### src/hw/rtl/bash_pkg.sv
// shared types, constants and protocol byte codes for the bill acceptor serial handler
// no dependencies; imported by every module of the block
package bash_pkg;

    // field widths
    localparam int unsigned OP_W     = 3;
    localparam int unsigned BYTE_W   = 8;
    localparam int unsigned VALUE_W  = 20;
    localparam int unsigned KIND_W   = 2;
    localparam int unsigned CNT_W    = 8;
    localparam int unsigned WORD_W   = 60;
    localparam int unsigned BCOUNT_W = 4;
    localparam int unsigned OUT_DATA_W = 40;

    // up to three results per input item
    localparam int unsigned RES_MAX = 3;
    localparam int unsigned RES_IDX_W = 2;

    // configuration port
    localparam int unsigned APB_ADDR_W = 6;
    localparam int unsigned APB_DATA_W = 64;
    localparam int unsigned REG_IDX_W  = 3;

    localparam logic [REG_IDX_W-1:0] REG_DENOM_A   = 3'd0;
    localparam logic [REG_IDX_W-1:0] REG_DENOM_B   = 3'd1;
    localparam logic [REG_IDX_W-1:0] REG_DENOM_C   = 3'd2;
    localparam logic [REG_IDX_W-1:0] REG_DENOM_D   = 3'd3;
    localparam logic [REG_IDX_W-1:0] REG_BILL_CNT  = 3'd4;
    localparam logic [REG_IDX_W-1:0] REG_INH_MODE  = 3'd5;
    localparam logic [REG_IDX_W-1:0] REG_TABLE_ERR = 3'd6;

    // register reset values
    localparam logic [WORD_W-1:0]   DENOM_A_RST   = 60'd5497559187456500;
    localparam logic [WORD_W-1:0]   DENOM_B_RST   = 60'd109951215206410000;
    localparam logic [WORD_W-1:0]   DENOM_C_RST   = 60'd0;
    localparam logic [VALUE_W-1:0]  DENOM_D_RST   = 20'd0;
    localparam logic [BCOUNT_W-1:0] BILL_CNT_RST  = 4'd6;
    localparam logic                INH_MODE_RST  = 1'b1;
    localparam logic                TABLE_ERR_RST = 1'b0;

    // timer defaults
    localparam int unsigned POLL_TICKS_DEF         = 20;
    localparam int unsigned LINK_TIMEOUT_TICKS_DEF = 200;
    localparam int unsigned RESET_POLL_TICKS_DEF   = 150;

    // operations
    localparam logic [OP_W-1:0] OP_RX      = 3'd0;
    localparam logic [OP_W-1:0] OP_TICK    = 3'd1;
    localparam logic [OP_W-1:0] OP_RESET   = 3'd2;
    localparam logic [OP_W-1:0] OP_ENABLE  = 3'd3;
    localparam logic [OP_W-1:0] OP_INHIBIT = 3'd4;

    // result kinds
    localparam logic [KIND_W-1:0] KIND_STATUS = 2'd0;
    localparam logic [KIND_W-1:0] KIND_CMD    = 2'd1;
    localparam logic [KIND_W-1:0] KIND_CREDIT = 2'd2;

    // bytes from the acceptor
    localparam logic [BYTE_W-1:0] RX_POWER_UP   = 8'h80;
    localparam logic [BYTE_W-1:0] RX_POWER_DONE = 8'h8F;
    localparam logic [BYTE_W-1:0] RX_VALIDATED  = 8'h81;
    localparam logic [BYTE_W-1:0] RX_STACKED    = 8'h10;
    localparam logic [BYTE_W-1:0] RX_RETURNED   = 8'h11;
    localparam logic [BYTE_W-1:0] RX_FAIL_MOTOR = 8'h20;
    localparam logic [BYTE_W-1:0] RX_FAIL_CHKSM = 8'h21;
    localparam logic [BYTE_W-1:0] RX_FAIL_JAM   = 8'h22;
    localparam logic [BYTE_W-1:0] RX_FAIL_REMOV = 8'h24;
    localparam logic [BYTE_W-1:0] RX_FAIL_SENS  = 8'h25;
    localparam logic [BYTE_W-1:0] RX_FISHING    = 8'h27;
    localparam logic [BYTE_W-1:0] RX_FAIL_ROM   = 8'h28;
    localparam logic [BYTE_W-1:0] RX_ENABLED    = 8'h3E;
    localparam logic [BYTE_W-1:0] RX_INHIBITED  = 8'h5E;
    localparam logic [BYTE_W-1:0] RX_DENOM_LO   = 8'h40;
    localparam logic [BYTE_W-1:0] RX_DENOM_HI   = 8'h49;

    // commands to the acceptor
    localparam logic [BYTE_W-1:0] CMD_ACCEPT  = 8'h02;
    localparam logic [BYTE_W-1:0] CMD_REJECT  = 8'h0F;
    localparam logic [BYTE_W-1:0] CMD_POLL    = 8'h0C;
    localparam logic [BYTE_W-1:0] CMD_ENABLE  = 8'h3E;
    localparam logic [BYTE_W-1:0] CMD_INHIBIT = 8'h5E;
    localparam logic [BYTE_W-1:0] CMD_RESET   = 8'h30;

    typedef struct packed {
        logic [WORD_W-1:0]   denom_a;
        logic [WORD_W-1:0]   denom_b;
        logic [WORD_W-1:0]   denom_c;
        logic [VALUE_W-1:0]  denom_d;
        logic [BCOUNT_W-1:0] bill_count;
        logic                inhibit_mode;
        logic                table_error;
    } bash_cfg_t;

    typedef struct packed {
        logic               power_step;
        logic [VALUE_W-1:0] held_value;
        logic               validated;
        logic               enabled;
        logic               failure;
        logic               fishing;
        logic               link_fail;
        logic               inhibit_pending;
        logic               enable_pending;
        logic [CNT_W-1:0]   poll_count;
        logic [CNT_W-1:0]   link_count;
    } bash_state_t;

    typedef struct packed {
        logic is_enabled;
        logic has_failure;
        logic is_fishing;
        logic link_failed;
        logic bill_validated;
    } bash_flags_t;

    typedef struct packed {
        logic [KIND_W-1:0]  kind;
        logic [BYTE_W-1:0]  tx_byte;
        logic [VALUE_W-1:0] credit_value;
    } bash_result_t;

endpackage

### src/hw/rtl/bash_cfg.sv
// configuration register file behind an apb-style port
// depends on bash_pkg
module bash_cfg
    import bash_pkg::*;
(
    input  logic                  clk,
    input  logic                  rst_n,
    input  logic                  psel,
    input  logic                  penable,
    input  logic                  pwrite,
    input  logic [APB_ADDR_W-1:0] paddr,
    input  logic [APB_DATA_W-1:0] pwdata,
    output logic [APB_DATA_W-1:0] prdata,
    output logic                  pready,
    output bash_cfg_t             cfg
);

    bash_cfg_t              cfg_reg;
    logic [REG_IDX_W-1:0]   reg_idx;
    logic                   wr_en;

    assign reg_idx = paddr[APB_ADDR_W-1:3];
    assign pready  = 1'b1;
    assign wr_en   = psel && penable && pwrite && pready;
    assign cfg     = cfg_reg;

    always_ff @(posedge clk or negedge rst_n)
    begin
        if (!rst_n)
        begin
            cfg_reg.denom_a      <= DENOM_A_RST;
            cfg_reg.denom_b      <= DENOM_B_RST;
            cfg_reg.denom_c      <= DENOM_C_RST;
            cfg_reg.denom_d      <= DENOM_D_RST;
            cfg_reg.bill_count   <= BILL_CNT_RST;
            cfg_reg.inhibit_mode <= INH_MODE_RST;
            cfg_reg.table_error  <= TABLE_ERR_RST;
        end
        else if (wr_en)
        begin
            unique case (reg_idx)
                REG_DENOM_A:   cfg_reg.denom_a      <= pwdata[WORD_W-1:0];
                REG_DENOM_B:   cfg_reg.denom_b      <= pwdata[WORD_W-1:0];
                REG_DENOM_C:   cfg_reg.denom_c      <= pwdata[WORD_W-1:0];
                REG_DENOM_D:   cfg_reg.denom_d      <= pwdata[VALUE_W-1:0];
                REG_BILL_CNT:  cfg_reg.bill_count   <= pwdata[BCOUNT_W-1:0];
                REG_INH_MODE:  cfg_reg.inhibit_mode <= pwdata[0];
                REG_TABLE_ERR: cfg_reg.table_error  <= pwdata[0];
                default:       ;
            endcase
        end
    end

    always_comb
    begin
        prdata = '0;
        unique case (reg_idx)
            REG_DENOM_A:   prdata = APB_DATA_W'(cfg_reg.denom_a);
            REG_DENOM_B:   prdata = APB_DATA_W'(cfg_reg.denom_b);
            REG_DENOM_C:   prdata = APB_DATA_W'(cfg_reg.denom_c);
            REG_DENOM_D:   prdata = APB_DATA_W'(cfg_reg.denom_d);
            REG_BILL_CNT:  prdata = APB_DATA_W'(cfg_reg.bill_count);
            REG_INH_MODE:  prdata = APB_DATA_W'(cfg_reg.inhibit_mode);
            REG_TABLE_ERR: prdata = APB_DATA_W'(cfg_reg.table_error);
            default:       prdata = '0;
        endcase
    end

endmodule

### src/hw/rtl/bash_step.sv
// combinational protocol step: next state and up to three results for one item
// depends on bash_pkg
module bash_step
    import bash_pkg::*;
#(
    parameter int unsigned POLL_TICKS         = POLL_TICKS_DEF,
    parameter int unsigned LINK_TIMEOUT_TICKS = LINK_TIMEOUT_TICKS_DEF,
    parameter int unsigned RESET_POLL_TICKS   = RESET_POLL_TICKS_DEF
)
(
    input  logic [OP_W-1:0]                 operation,
    input  logic [BYTE_W-1:0]               rx_data,
    input  bash_cfg_t                       cfg,
    input  bash_state_t                     state,
    output bash_state_t                     state_next,
    output bash_result_t [RES_MAX-1:0]      res,
    output logic [RES_IDX_W-1:0]            res_num,
    output bash_flags_t                     flags
);

    logic [3:0]         denom_idx;
    logic [VALUE_W-1:0] denom_val;
    logic [VALUE_W-1:0] entry_val;
    logic [CNT_W-1:0]   poll_dec;
    logic [CNT_W-1:0]   link_dec;

    assign denom_idx = rx_data[3:0];

    // denomination table lookup
    always_comb
    begin
        case (denom_idx)
            4'd0:    denom_val = cfg.denom_a[19:0];
            4'd1:    denom_val = cfg.denom_a[39:20];
            4'd2:    denom_val = cfg.denom_a[59:40];
            4'd3:    denom_val = cfg.denom_b[19:0];
            4'd4:    denom_val = cfg.denom_b[39:20];
            4'd5:    denom_val = cfg.denom_b[59:40];
            4'd6:    denom_val = cfg.denom_c[19:0];
            4'd7:    denom_val = cfg.denom_c[39:20];
            4'd8:    denom_val = cfg.denom_c[59:40];
            default: denom_val = cfg.denom_d;
        endcase
    end

    // index past the count or a bad table rejects
    assign entry_val = (denom_idx < cfg.bill_count && !cfg.table_error) ? denom_val : '0;

    assign poll_dec = (state.poll_count != '0) ? state.poll_count - 1'b1 : '0;
    assign link_dec = (state.link_count != '0) ? state.link_count - 1'b1 : '0;

    always_comb
    begin
        state_next = state;
        res        = '0;
        res_num    = '0;
        unique case (operation)
            OP_RX:
            begin
                state_next.power_step = (rx_data == RX_POWER_UP);
                unique case (rx_data) inside
                    RX_POWER_DONE:
                    begin
                        if (state.power_step)
                        begin
                            state_next.fishing = 1'b0;
                            res[0] = '{kind: KIND_CMD, tx_byte: CMD_ACCEPT, credit_value: '0};
                            res[1] = '{kind: KIND_CMD,
                                       tx_byte: (cfg.table_error || cfg.inhibit_mode) ?
                                                CMD_INHIBIT : CMD_ENABLE,
                                       credit_value: '0};
                            res[2] = '{kind: KIND_CMD, tx_byte: CMD_POLL, credit_value: '0};
                            res_num = 2'd3;
                        end
                    end
                    RX_VALIDATED:
                        state_next.validated = 1'b1;
                    RX_STACKED:
                    begin
                        if (state.held_value != '0 && state.validated)
                        begin
                            res[0] = '{kind: KIND_CREDIT, tx_byte: '0,
                                       credit_value: state.held_value};
                            res_num = 2'd1;
                            state_next.validated  = 1'b0;
                            state_next.held_value = '0;
                        end
                    end
                    RX_RETURNED:
                    begin
                        state_next.validated  = 1'b0;
                        state_next.held_value = '0;
                    end
                    RX_FAIL_MOTOR, RX_FAIL_CHKSM, RX_FAIL_JAM, RX_FAIL_REMOV,
                    RX_FAIL_SENS, RX_FAIL_ROM:
                        state_next.failure = 1'b1;
                    RX_FISHING:
                        state_next.fishing = 1'b1;
                    RX_ENABLED:
                    begin
                        state_next.enabled = 1'b1;
                        if (state.inhibit_pending)
                        begin
                            res[0] = '{kind: KIND_CMD, tx_byte: CMD_INHIBIT, credit_value: '0};
                            res_num = 2'd1;
                            state_next.inhibit_pending = 1'b0;
                        end
                    end
                    RX_INHIBITED:
                    begin
                        state_next.enabled = 1'b0;
                        if (state.enable_pending)
                        begin
                            res[0] = '{kind: KIND_CMD, tx_byte: CMD_ENABLE, credit_value: '0};
                            res_num = 2'd1;
                            state_next.enable_pending = 1'b0;
                        end
                    end
                    [RX_DENOM_LO:RX_DENOM_HI]:
                    begin
                        state_next.held_value = entry_val;
                        res[0] = '{kind: KIND_CMD,
                                   tx_byte: (entry_val != '0) ? CMD_ACCEPT : CMD_REJECT,
                                   credit_value: '0};
                        res_num = 2'd1;
                    end
                    default: ;
                endcase
                // any byte proves the link alive
                state_next.poll_count = CNT_W'(POLL_TICKS);
                state_next.link_count = CNT_W'(LINK_TIMEOUT_TICKS);
                state_next.link_fail  = 1'b0;
            end
            OP_TICK:
            begin
                state_next.poll_count = poll_dec;
                state_next.link_count = link_dec;
                if (poll_dec == '0)
                begin
                    state_next.poll_count = CNT_W'(POLL_TICKS);
                    res[0] = '{kind: KIND_CMD, tx_byte: CMD_POLL, credit_value: '0};
                    res_num = 2'd1;
                end
                if (link_dec == '0)
                    state_next.link_fail = 1'b1;
            end
            OP_RESET:
            begin
                res[0] = '{kind: KIND_CMD, tx_byte: CMD_RESET, credit_value: '0};
                res_num = 2'd1;
                state_next.poll_count = CNT_W'(RESET_POLL_TICKS);
                state_next.link_count = CNT_W'(LINK_TIMEOUT_TICKS);
                state_next.fishing    = 1'b0;
                state_next.enabled    = 1'b0;
                state_next.failure    = 1'b0;
                state_next.power_step = 1'b0;
                state_next.validated  = 1'b0;
            end
            OP_ENABLE:
                state_next.enable_pending = 1'b1;
            OP_INHIBIT:
                state_next.inhibit_pending = 1'b1;
            default: ;
        endcase
        // nothing sent: one status-only result
        if (res_num == '0)
        begin
            res[0]  = '{kind: KIND_STATUS, tx_byte: '0, credit_value: '0};
            res_num = 2'd1;
        end
    end

    assign flags.is_enabled     = state_next.enabled;
    assign flags.has_failure    = state_next.failure;
    assign flags.is_fishing     = state_next.fishing;
    assign flags.link_failed    = state_next.link_fail;
    assign flags.bill_validated = state_next.validated;

endmodule

### src/hw/rtl/bash_outbuf.sv
// result register holding up to three results of one item, drained one per transfer
// depends on bash_pkg
module bash_outbuf
    import bash_pkg::*;
(
    input  logic                         clk,
    input  logic                         rst_n,
    input  logic                         load,
    input  bash_result_t [RES_MAX-1:0]   res,
    input  logic [RES_IDX_W-1:0]         res_num,
    input  bash_flags_t                  flags,
    output logic                         free,
    output logic                         m_axis_tvalid,
    input  logic                         m_axis_tready,
    output logic [OUT_DATA_W-1:0]        m_axis_tdata,
    output logic [KIND_W-1:0]            m_axis_tuser,
    output logic                         m_axis_tlast
);

    bash_result_t [RES_MAX-1:0] res_reg;
    bash_flags_t                flags_reg;
    logic [RES_IDX_W-1:0]       num_reg;
    logic [RES_IDX_W-1:0]       idx_reg;
    logic                       valid_reg;
    logic                       is_last;
    logic                       xfer;
    bash_result_t               cur;

    assign is_last = (idx_reg == RES_IDX_W'(num_reg - 1'b1));
    assign xfer    = valid_reg && m_axis_tready;
    assign free    = !valid_reg || (xfer && is_last);

    always_ff @(posedge clk or negedge rst_n)
    begin
        if (!rst_n)
        begin
            valid_reg <= 1'b0;
            idx_reg   <= '0;
            num_reg   <= '0;
        end
        else if (load)
        begin
            valid_reg <= 1'b1;
            idx_reg   <= '0;
            num_reg   <= res_num;
        end
        else if (xfer)
        begin
            if (is_last)
                valid_reg <= 1'b0;
            else
                idx_reg <= idx_reg + 1'b1;
        end
    end

    always_ff @(posedge clk)
    begin
        if (load)
        begin
            res_reg   <= res;
            flags_reg <= flags;
        end
    end

    assign cur           = res_reg[idx_reg];
    assign m_axis_tvalid = valid_reg;
    assign m_axis_tuser  = cur.kind;
    assign m_axis_tlast  = is_last;
    assign m_axis_tdata  = {7'd0,
                            flags_reg.bill_validated,
                            flags_reg.link_failed,
                            flags_reg.is_fishing,
                            flags_reg.has_failure,
                            flags_reg.is_enabled,
                            cur.credit_value,
                            cur.tx_byte};

endmodule

### src/hw/rtl/bill_acceptor_serial_handler_core.sv
// bill acceptor serial handler, top level: input register, protocol step, result register
// an item waits in the input register until the result register is free, then loads into it
// throughput: one item per cycle while each item yields one result and tready stays high;
//   an n-result item holds the result register for n output transfers, which sets its rate
// reset: rst_n asynchronous active low; clears protocol state, timers to reload values,
//   configuration registers to their defaults; no clearing pass
module bill_acceptor_serial_handler_core
    import bash_pkg::*;
#(
    parameter int unsigned POLL_TICKS         = POLL_TICKS_DEF,
    parameter int unsigned LINK_TIMEOUT_TICKS = LINK_TIMEOUT_TICKS_DEF,
    parameter int unsigned RESET_POLL_TICKS   = RESET_POLL_TICKS_DEF
)
(
    input  logic                  clk,
    input  logic                  rst_n,

    // input items
    input  logic                  s_axis_tvalid,
    output logic                  s_axis_tready,
    input  logic [BYTE_W-1:0]     s_axis_tdata,   // [7:0] rx_data
    input  logic [OP_W-1:0]       s_axis_tuser,   // [2:0] operation

    // result items
    output logic                  m_axis_tvalid,
    input  logic                  m_axis_tready,
    // [7:0] tx_byte, [27:8] credit_value, [28] is_enabled, [29] has_failure,
    // [30] is_fishing, [31] link_failed, [32] bill_validated, [39:33] zero
    output logic [OUT_DATA_W-1:0] m_axis_tdata,
    output logic [KIND_W-1:0]     m_axis_tuser,   // [1:0] kind
    output logic                  m_axis_tlast,   // last result of this item

    // configuration
    input  logic                  psel,
    input  logic                  penable,
    input  logic                  pwrite,
    input  logic [APB_ADDR_W-1:0] paddr,
    input  logic [APB_DATA_W-1:0] pwdata,
    output logic [APB_DATA_W-1:0] prdata,
    output logic                  pready
);

    bash_cfg_t                  cfg;

    // input register, acts as the skid stage in front of the step logic
    logic                       in_valid_reg;
    logic [OP_W-1:0]            op_reg;
    logic [BYTE_W-1:0]          data_reg;

    // protocol state
    bash_state_t                state_reg;
    bash_state_t                state_next;

    bash_result_t [RES_MAX-1:0] res;
    logic [RES_IDX_W-1:0]       res_num;
    bash_flags_t                flags;
    logic                       buf_free;
    logic                       buf_load;
    logic                       in_xfer;

    // the step result moves into the result register once it is empty
    // or its last result leaves in this cycle
    assign buf_load      = in_valid_reg && buf_free;
    assign s_axis_tready = !in_valid_reg || buf_load;
    assign in_xfer       = s_axis_tvalid && s_axis_tready;

    bash_cfg u_cfg (
        .clk     (clk),
        .rst_n   (rst_n),
        .psel    (psel),
        .penable (penable),
        .pwrite  (pwrite),
        .paddr   (paddr),
        .pwdata  (pwdata),
        .prdata  (prdata),
        .pready  (pready),
        .cfg     (cfg)
    );

    always_ff @(posedge clk or negedge rst_n)
    begin
        if (!rst_n)
            in_valid_reg <= 1'b0;
        else if (in_xfer)
            in_valid_reg <= 1'b1;
        else if (buf_load)
            in_valid_reg <= 1'b0;
    end

    // payload of the input register
    always_ff @(posedge clk)
    begin
        if (in_xfer)
        begin
            op_reg   <= s_axis_tuser;
            data_reg <= s_axis_tdata;
        end
    end

    bash_step #(
        .POLL_TICKS         (POLL_TICKS),
        .LINK_TIMEOUT_TICKS (LINK_TIMEOUT_TICKS),
        .RESET_POLL_TICKS   (RESET_POLL_TICKS)
    ) u_step (
        .operation  (op_reg),
        .rx_data    (data_reg),
        .cfg        (cfg),
        .state      (state_reg),
        .state_next (state_next),
        .res        (res),
        .res_num    (res_num),
        .flags      (flags)
    );

    // state commits together with the results of the item
    always_ff @(posedge clk or negedge rst_n)
    begin
        if (!rst_n)
        begin
            state_reg.power_step      <= 1'b0;
            state_reg.held_value      <= '0;
            state_reg.validated       <= 1'b0;
            state_reg.enabled         <= 1'b0;
            state_reg.failure         <= 1'b0;
            state_reg.fishing         <= 1'b0;
            state_reg.link_fail       <= 1'b0;
            state_reg.inhibit_pending <= 1'b0;
            state_reg.enable_pending  <= 1'b0;
            state_reg.poll_count      <= CNT_W'(RESET_POLL_TICKS);
            state_reg.link_count      <= CNT_W'(LINK_TIMEOUT_TICKS);
        end
        else if (buf_load)
        begin
            state_reg <= state_next;
        end
    end

    bash_outbuf u_outbuf (
        .clk           (clk),
        .rst_n         (rst_n),
        .load          (buf_load),
        .res           (res),
        .res_num       (res_num),
        .flags         (flags),
        .free          (buf_free),
        .m_axis_tvalid (m_axis_tvalid),
        .m_axis_tready (m_axis_tready),
        .m_axis_tdata  (m_axis_tdata),
        .m_axis_tuser  (m_axis_tuser),
        .m_axis_tlast  (m_axis_tlast)
    );

endmodule
### config.mk
export PLATFORM = sky130hd
export DESIGN_NAME = bill_acceptor_serial_handler_core
export DESIGN_NICKNAME = d
export VERILOG_FILES = /design/src/hw/rtl/bash_pkg.sv /design/src/hw/rtl/bash_cfg.sv /design/src/hw/rtl/bash_step.sv /design/src/hw/rtl/bash_outbuf.sv /design/src/hw/rtl/bill_acceptor_serial_handler_core.sv
export SDC_FILE = /design/constraint.sdc
export NUM_CORES = 1
export LEC_CHECK = 0
export ABC_AREA = 1
export BUFFER_PORTS_ARGS = -buffer_cell sky130_fd_sc_hd__buf_2
export CAP_MARGIN = 0
export CORE_ASPECT_RATIO = 1.75
export CORE_MARGIN = 5
export CORE_UTILIZATION = 53
export DETAILED_ROUTE_END_ITERATION = 6
export GPL_TIMING_DRIVEN = 0
export PLACE_DENSITY = 0.77
export REMOVE_ABC_BUFFERS = 1
export SLEW_MARGIN = 25
export SYNTH_ARGS = -nofsm -noshare
export SYNTH_HDL_FRONTEND = slang
export SYNTH_SLANG_ARGS = --single-unit
### constraint.sdc
create_clock -name clk -period 2.2 [get_ports clk]
set_input_delay 0.22 -clock clk [delete_from_list [all_inputs] [get_ports clk]]
set_output_delay 0.22 -clock clk [all_outputs]
set_load 0.005 [all_outputs]
* After elaboration in Yosys (flattened, before gate mapping)
Index checks and enable logic that the tools add are counted.
** Word-level totals
- Bits in registers :: 362
- Latch bits :: 0
- RAM bits :: 0
- ROM bits :: 0
- Bits of input ports :: 88
- Output and inout bits :: 110
- Memories kept :: 0
** Cells by class
- $add $sub $neg :: 4
- Multiply operators :: 0
- Div/mod/pow operators :: 0
- Magnitude comparators :: 4
- Equality and inequality tests :: 37
- Shift-type cells :: 0
- Mux-type cells :: 49
- Bitwise logic cells :: 0
- Reduce and logical (&&, ||, !) cells :: 50
** Operators by type and width (count)
- $pmux 60 s7 :: 1
- $pmux 20 s9 :: 1
- $pmux 30 s5 :: 1
- $pmux 30 s3 :: 1
- $mux 89 :: 1
- $mux 29 :: 3
- $eq 8x6->1 const B :: 8
- $bmux 30 s2 :: 1
- $mux 30 :: 2
- $pmux 20 s3 :: 1
- $pmux 16 s3 :: 1
- $reduce_bool 20->1 :: 2
- $eq 8x8->1 const B :: 3
- $mux 8 :: 3
- $reduce_and 2->1 :: 12
- $mux 21 :: 1
- $mux 20 :: 1
- $eq 4x3->1 const B :: 4
- $eq 8x5->1 const B :: 2
- $logic_not 8->1 :: 2
- $reduce_bool 8->1 :: 2
- $sub 8x1->8 const B :: 2
- $mux 1 :: 14
- $eq 3x2->1 const B :: 4
- 34 further kinds :: 71

* Depth between registers and ports, before layout
- Depth in word-level cells :: 8
- Mapped depth :: 15
- Depth with buffers taken out :: 14

* By module
A second synthesis with hierarchy kept.
** Unflattened totals
- Cell total of the unflattened synthesis :: 2512
- Area, all modules :: 19517.5 um^2
** Modules (own cells, without submodules)
- bash_cfg :: instances 1, cells an instance 1159, area each 9412.8 um^2, sequential area each 5201.2 um^2
- bash_step :: instances 1, cells an instance 867, area each 4073.9 um^2, sequential area each 0.0 um^2
- bash_outbuf :: instances 1, cells an instance 277, area each 3885.0 um^2, sequential area each 2977.9 um^2
- bill_acceptor_serial_handler_core :: instances 1, cells an instance 209, area each 2145.8 um^2, sequential area each 1465.2 um^2

* Worst setup path after synthesis
Ideal clock, no wire load.
- Path kind :: register to register
- From :: reg u_outbuf.idx_reg[1]
- To :: reg state_reg[0] (netlist bit)
- Library setup time :: 0.139 ns
- Arrival :: 1.949 ns
- Data required time :: 2.061 ns
- Slack :: 0.111 ns
- Stages on the path, launching flop included :: 13
- Clock period less this slack :: 2.089 ns
- Cell sequence :: dfrtp_1 buf_4 xnor2_2 nand3_1 o21ai_2 nand2_1 nand2_2 nand2_4 inv_4 o21ai_2 inv_2 buf_4 a22oi_1
** On the way
- Longest elaborated chain between the ends :: 5
** RTL lines
- from (decl) :: line bash_outbuf.sv:23 : logic [RES_IDX_W-1:0] idx_reg;
- from (signal assigned) :: line bash_outbuf.sv:52 : idx_reg <= idx_reg + 1'b1;
- $eq 2x2->1 :: line bash_outbuf.sv:29 : assign is_last = (idx_reg == RES_IDX_W'(num_reg - 1'b1));
- named net m_axis_tlast :: line bill_acceptor_serial_handler_core.sv:31 : output logic m_axis_tlast,
- $logic_and 1x1->1 :: line bash_outbuf.sv:31 : assign free = !valid_reg || (xfer && is_last);
- $logic_or 1x1->1 :: line bash_outbuf.sv:31
- $logic_and 1x1->1 :: line bill_acceptor_serial_handler_core.sv:63 : assign buf_load = in_valid_reg && buf_free;
- named net buf_load :: line bill_acceptor_serial_handler_core.sv:58 : logic buf_load;
- $reduce_and 2->1 (no line)
- to (signal assigned) :: line bill_acceptor_serial_handler_core.sv:134 : state_reg <= state_next;
- to (decl) :: line bill_acceptor_serial_handler_core.sv:51 : bash_state_t state_reg;
The timed path passes the listed nets, and every way through them passes these cells.
A chain may end at the register's enable or synchronous reset.

* Final worst setup path
- From :: reg data_reg[0]
- To :: reg u_outbuf.res_reg[23] (netlist bit) (data pin)
** On the way
- Longest elaborated chain between the ends :: 7
** RTL lines
- from (decl) :: line bill_acceptor_serial_handler_core.sv:48 : logic [BYTE_W-1:0] data_reg;
- from (signal assigned) :: line bill_acceptor_serial_handler_core.sv:96 : data_reg <= s_axis_tdata;
- $eq 4x4->1, or another cell as far along :: line bash_step.sv:32 : case (denom_idx)
- $pmux 20 s9 / $logic_and 1x1->1 (equally long branches) :: line bash_step.sv:32, bash_step.sv:47
- $mux 20 :: line bash_step.sv:47 : assign entry_val = (denom_idx < cfg.bill_count && !cfg.table_error) ? denom_val : '0;
- $reduce_bool 20->1 :: line bash_step.sv:123 : tx_byte: (entry_val != '0) ? CMD_ACCEPT : CMD_REJECT,
- $mux 4 :: line bash_step.sv:123
- $pmux 30 s5 :: line bash_step.sv:61 : unique case (rx_data) inside
- $pmux 30 s3 :: line bash_step.sv:57 : unique case (operation)
- to (signal assigned) :: line bash_outbuf.sv:60 : res_reg <= res;
- to (decl) :: line bash_outbuf.sv:20 : bash_result_t [RES_MAX-1:0] res_reg;
Several ways; a longest one is shown, not always the timed one.

==> impl_metrics.ini <==
[outcome]
status = finished with violations
violations = DRC, setup timing

[floorplanning]
die-area_um2 = 32900
fp.dieH_um = 236
die_x_um = 139
initial_utilization = 0.533
core_um2 = 29100
boundaryPins = 198
std_cell_rows = 83

[cells_and_area]
largest_register_ffs = 206
layout_common_cells = 662 x nand2_1, 251 x o21ai_0, 210 x dfrtp_1, 185 x nand3_1, 176 x buf_2
ff_latch_area_um2 = 7910
fillers = 2180
multiInputGateArea_um2 = 7200
drive_gt1_frac = 0.217
stdcell_count = 2752
nNetsFinal = 2442
syn_to_final_growth_pct = 30.1
layout_commonest_cell = nand2_1

[sta]
final.setup.tns_ps = -2750
setup_ws_ps = -439
hold_viol = 0
finalClockSkew_ps = 25.0
grt_setup_unrepaired = yes
maxSlewHeadroom = 0.504
setup_viol = 46
max_freq_mhz = 379
worstMarginPinSlew_ps = 742
slew_violations = 0
finalCriticalPeriod_ps = 2640
min_period_over_period = 1.20

[place]
post-dp-hpwl_mm = 32.0
placedCellCount = 2527
routabilityCongestion = 0.881
port_buffers = 177

[yosys]
yosys.area.top_type = dfrtp_1
ys_types = 44
synth_top_area_frac = 0.342
seq_area_frac_synth = 0.510
netlist_top_cells_area = dfrtp_1 34%, nand2_1 17%, edfxtp_1 9.3%, o21ai_0 8.3%, dfstp_2 7.5%
syn-mean-instance-area_um2 = 7.60
synth_warnings = 0
async_reset_ff_frac = 0.842
synthFlopType = dfrtp_1
syn_area_um2 = 15500
synthCells = 2041
synth_seq_cells = 304
synth_edf_count = 48

[clock_network]
cts.htree.levels = 1
clock-sinks = 304
clockBufferDepth = 3
path_clk_slew_ps = 80
tritoncts = done
cts_buffers = 29
clk_latency_ps = 590
cts_root_buffer = clkbuf_16

[worst_hold_path]
hold_class = in -> reg

[power]
power.share.clock = 0.265
vdd_drop_max_mv = 0.756
p_int_mw = 12.4
power.switching_mw = 7.27
p_sw_frac = 0.369
powerDensity_nw_per_um2 = 976
seqPwrFrac = 0.410
p_leak_nw = 9.75
combPwrFrac = 0.325
power.total_mw = 19.7

[grt]
first_global_vias = 15900
grt-ovfl-total = 0
track_usage = 0.317
grt_pass1_wl_mm = 83.2
antenna_found_initial = 2
grt_max_degree = 92

[routing]
firstDrtPassIters = 7
drt-initial-drc-count = 2005
routed_wl_mm = 57.4
route.detailed.drc = 35
detail-route-antenna-nets = 0
via_per_inst = 6.02
wl_per_cell_um = 20.9
num_vias = 16600

[critical_path]
crit_type = reg -> reg
start_kind = flip-flop
cp.arrival_ps = 2970
critPathRequiredTime_ps = 2530
crit_fanout = 8
critPathCaptureType = flip-flop

[job]
maxCapViolCount = 0
## cells by family (layout without fill, tap and decap cells)
| logic type | Yosys count | in the layout | synth area share |
|---|---|---|---|
| fa+ha+maj | 7 | 7 | 0.00565 |
| buf+inv | 272 | 579 | 0.0730 |
| flops | 304 | 304 | 0.510 |
| other cells | 2 | 14 | 0.000484 |
| compound gates | 334 | 334 | 0.114 |
| simple gates | 1120 | 1130 | 0.295 |
| xor+xnor | 2 | 2 | 0.00161 |
## path summary, 6_finish.rpt
check | startpoint | end | slack, ps | cells past startpoint
worst max-delay path | data_reg[0]$_DFFE_PP_ | u_outbuf.res_reg[23]$_SDFFCE_PP0P_ | -440 | 16
worst min-delay path | pwdata[18] | u_cfg.cfg[44]$_DFFE_PN0P_ | 30 | 3
worst max register to register | data_reg[0]$_DFFE_PP_ | u_outbuf.res_reg[23]$_SDFFCE_PP0P_ | -440 | 16
worst min register to register | u_cfg.cfg[105]$_DFFE_PN0P_ | u_cfg.cfg[105]$_DFFE_PN0P_ | 490 | 2
max in group asynchronous | rst_n | u_cfg.cfg[175]$_DFFE_PN1P_ | 1050 | 3
min in group asynchronous | rst_n | state_reg[4]$_DFFE_PN0P_ | 220 | 2
## what timing repair did
item | CTS | global route
hold endpoints to repair | 243 | 0
resized for setup | 87 | 72
hold buffers | 72 | 0
setup endpoints to repair | 156 | 114
cloned | 11 | 3
pin swaps | 32 | 32
setup buffers | 52 | 34
## worst max-delay path, cell delays in order (launching register included)
cell and delay [ps]:
edfxtp_1 500, buf_6 190, buf_4 140, nor2_4 130, buf_12 170, buf_12 150, nand3_1 120, nand3_1 200
nor2_2 70, nand2_2 120, nand2_4 100, nand2_2 100, nor2_2 50, nand2_1 90, nor2_1 70, nand2_2 110
nand2_2 50
## metal layers
metal	share of wire	up-vias	wire, um	GRT usage
li1	-	7231	-	-
met1	0.32	7613	18100	0.351
met2	0.47	1294	26700	0.512
met3	0.12	434	6720	0.0832
met4	0.10	0	5860	0.252
met5	0	-	0	0
## final cells by class
cell class	instances	share of cell area
repair inverters	2	0.000806
inverters	154	0.0312
clock inverters	12	0.00694
flip-flops and latches	304	0.392
clock buffers	41	0.0409
repair buffers	370	0.148
multi-input cells	1486	0.357
diodes	1	0.000124
well taps	382	0.0237
## power groups by stage
stage	Sequential, mW	Combinational (mW)	Clock [mW]
after floorplan	7.88	2.86	0
final	8.07	6.40	5.22
after global routing	8.19	6.91	5.43
after global placement	8.08	4.30	0
after CTS	8.01	5.55	5.15
after detailed placement	8.11	4.56	0
## per-stage QoR
stage,area [um^2],util,setup WS (ps),hold slack [ps]
after detailed placement,16900,0.581,-1320,251
final,20200,0.694,-439,26.2
after global placement,16400,0.563,-11630,402
after global routing,20200,0.694,-446,20.4
after CTS,19500,0.672,-65.0,6.32
after floorplan,15000,-,-4270,-75.6
## synthesized netlist by cell type, types with 6 or more instances
library cell / number
nand2_1: 696
o21ai_0: 257
dfrtp_1: 212
nand3_1: 196
nor2_1: 177
inv_1: 146
clkbuf_1: 71
edfxtp_1: 48
dfstp_2: 44
a21oi_1: 29
nand4_1: 20
buf_2: 18
buf_4: 17
nor3_1: 15
o21ai_1: 12
buf_1: 9
a221oi_1: 7
ha_1: 7
o22ai_1: 7
inv_2: 6
nor2_2: 6
No activity file was read; power rests on OpenSTA's default activity.
